==> src/design/y86_ram.sv <==
// Generic single-write, single-read synchronous RAM with registered read data.
module y86_ram #(
    parameter int WIDTH = 8,
    parameter int DEPTH = 256
) (
    input  logic                     clk,
    input  logic                     we,
    input  logic [$clog2(DEPTH)-1:0] waddr,
    input  logic [WIDTH-1:0]         wdata,
    input  logic [$clog2(DEPTH)-1:0] raddr,
    output logic [WIDTH-1:0]         rdata
);

    logic [WIDTH-1:0] mem [DEPTH];

    // write port and registered read port
    always_ff @(posedge clk)
    begin
        if (we)
        begin
            mem[waddr] <= wdata;
        end
        rdata <= mem[raddr];
    end

endmodule

==> config.mk <==
export PLATFORM = sky130hd
export DESIGN_NAME = y86_ram
export DESIGN_NICKNAME = d
export VERILOG_FILES = /design/src/design/y86_ram.sv
export SDC_FILE = /design/constraint.sdc
export NUM_CORES = 2
export LEC_CHECK = 0
export ABC_AREA = 1
export ABC_CLOCK_PERIOD_IN_PS = 2700
export BUFFER_PORTS_ARGS = -buffer_cell sky130_fd_sc_hd__buf_4
export CORE_MARGIN = 5
export CORE_UTILIZATION = 40
export DETAILED_ROUTE_END_ITERATION = 10
export PLACE_DENSITY_LB_ADDON = 0.15
export SLEW_MARGIN = 10
export SYNTH_ARGS = -nofsm -noshare
export SYNTH_HDL_FRONTEND = slang
export SYNTH_SLANG_ARGS = --single-unit
==> constraint.sdc <==
create_clock -name clk -period 2.7 [get_ports clk]
set_input_delay 0.27 -clock clk [delete_from_list [all_inputs] [get_ports clk]]
set_output_delay 0.27 -clock clk [all_outputs]
set_load 0.005 [all_outputs]
==> run metrics <==
setup slack after layout=750 ps; final core utilization=0.469; Met1 Routed Length=111000 um; chip height=467 um; clock slew at reported path FFs=60 ps; Pwr Total=0.0685 W; Startpoint Class=input pin; Setup CP Type=in2reg; post-layout minimum cycle time=1950 ps; first-pass GRT wire length=375000 um; CTS buffer count=214; max_slew headroom=0.415; pwr dens=704 mW/mm2; Final nets=7358; clk sink count=2056; Syn Nets=7029; hold slack final=131 ps; static leakage=34.4 nW; top-count cell post-synth=nand2_1; grt ovf=0; sequential area share after synthesis=0.739; worst vdd ir=0.557 mV; Site Rows=167; DP HPWL=158000 um; Setup crit end kind=flop; FILL cells=18700; DRC=0; final instance area=0.0972 mm2; largest area contributor in the netlist=edfxtp_1; PostCTS Resize Cnt=0; post-synth top area share=0.737; Post-Syn Area=0.0834 mm2; largest net degree at the start of global routing=87; Area contributors post-synth=edfxtp_1 74%, nand3_1 12%, nand2_1 9.6%, buf_2 1.6%, nor2_1 1.3%; RSZ-0062 raised after global routing=false; crit path DAT=2740 ps; Starting Density=0.402; Syn-to-layout area delta=16.5%; Yosys warnings=0; I/O pin total=34; #FFs+latches synth=2056; Final ANT Viol Nets=0; Fmax=513 MHz; CP Capture Point=rdata[5]$_DFF_P_; Area after DPL=0.0904 mm2; CTS Root Cell=clkbuf_16; RR Startpoint=mem[103][3]$_DFFE_PP_; gr usage total=0.232; WL final=256000 um; Critical Path RT=3490 ps; RR Endpoint=rdata[3]$_DFF_P_; DR WL met3=16800 um; fraction of layout cells with a size suffix above 1=0.119; period utilisation layout=0.722; DR iter-0 viols=6042; Vias/cell=5.43; number of global-route vias before repair=53700; EDFF count, synth=2048; async set or reset register ratio after synthesis=0; Multi-input gate area=0.0192 mm2; Reg area=0.0617 mm2; top cells by count, synth=2123 x nand2_1, 2048 x edfxtp_1, 2019 x nand3_1; Post-synth top flop=edfxtp_1; pre-CTS setup slack=-84.3 ps; Distinct cells, synth=14; Hold Crit Class=in2reg; H-tree levels=4; Synth Instances=7003; Max Cap Viol=0; FF-to-FF setup slack=780 ps; initial antenna violation count=7; Slew Limit Fails=0; crit path from=raddr[0]; final setup vio count=0; Worst-Skew Late Latency=850 ps; Routed WL per cell=24.8 um; IO buf count=33; status=complete, no violations; Final Hold Viols=0; CTS Buffer Depth=3; die footprint=0.218 mm2; vias=56000; CTS tree=yes; skew final=24.8 ps; Worst-Margin Slew=874 ps; Top Layer Used=met5; number of cells on the worst reg-to-reg path=10; crit path max fanout=31; chip width=467 um; Core Region=0.207 mm2; GPL Wtd Cong=0.854; drt pass-1 iters=6; met2 WL=119000 um; Avg Inst Size Synth=11.9 um2
-- cells in the final DEF, fill, tap and decap left out, drive strengths merged --
master	Yosys	final
inv	39	47
buf	371	587
clkinvlp	0	3
dfxtp	8	8
diode	0	2
nor2	283	283
clkinv	0	91
clkbuf	112	275
nand2	2123	2123
bufinv	0	15
dlygate4sd3	0	9
edfxtp	2048	2048
nand3	2019	2019
-- worst max-delay path, stage by stage --
cell and delay (ps):
buf_8 130, inv_16 220, buf_12 250, buf_4 300, buf_4 280, nand2_1 70, nand3_1 100, nand3_1 150
nand3_1 130, nand3_1 90, nand3_1 80, nand3_1 240, nand2_1 160, nand2_1 110, nand2_1 70
-- flip-flops by register name, summed over array words and instances (netlist names) --
register and flops:
mem 2048, rdata 8
-- power by group --
part	internal, W	total, W	switching, W
clock	0.0162	0.0287	0.0125
sequential	0.0352	0.0352	0.0000621
combinational	0.00128	0.00455	0.00327
-- final cells by class --
type                       count  area share
sequential                  2056       0.634
clock inverter               117      0.0111
clock buffer                 275      0.0581
multi-input combinational   4425       0.197
tap                         2788      0.0359
timing repair buffer         596      0.0614
inverter                      39     0.00185
antenna                        2   0.0000515
-- stage by stage --
step,TNS [ps],std cells
after floorplan,0,7003
after global placement,-606,9895
after detailed placement,-432,9895
after CTS,0,10300
after global routing,0,10300
final,0,10300
-- metal layers --
metal	GRT usage	up-vias
met1	0.331	28000
met3	0.0327	408
met2	0.365	2048
met5	0	-
li1	-	25500
met4	0.0784	4
-- repair_timing --
item,4_1_cts,5_1_grt
buffers inserted,0,0
hold buffers,9,0
endpoints found under the hold margin,370,0
-- kinds of logic after synthesis --
logic type    count (synthesis)  synth area share
simple gates               4425             0.229
buf+inv                     522            0.0312
flops                      2056             0.739
-- worst min-delay path by stage --
stage                  start                     to  cells after the start
floorplan           wdata[0]    mem[0][0]$_DFFE_PP_                      0
global placement    wdata[2]  mem[108][2]$_DFFE_PP_                      1
detailed placement  wdata[2]  mem[108][2]$_DFFE_PP_                      1
CTS                 raddr[6]       rdata[5]$_DFF_P_                      5
global route        raddr[6]       rdata[5]$_DFF_P_                      5
finish              raddr[6]       rdata[5]$_DFF_P_                      5
(Power assumes the default switching activity.)
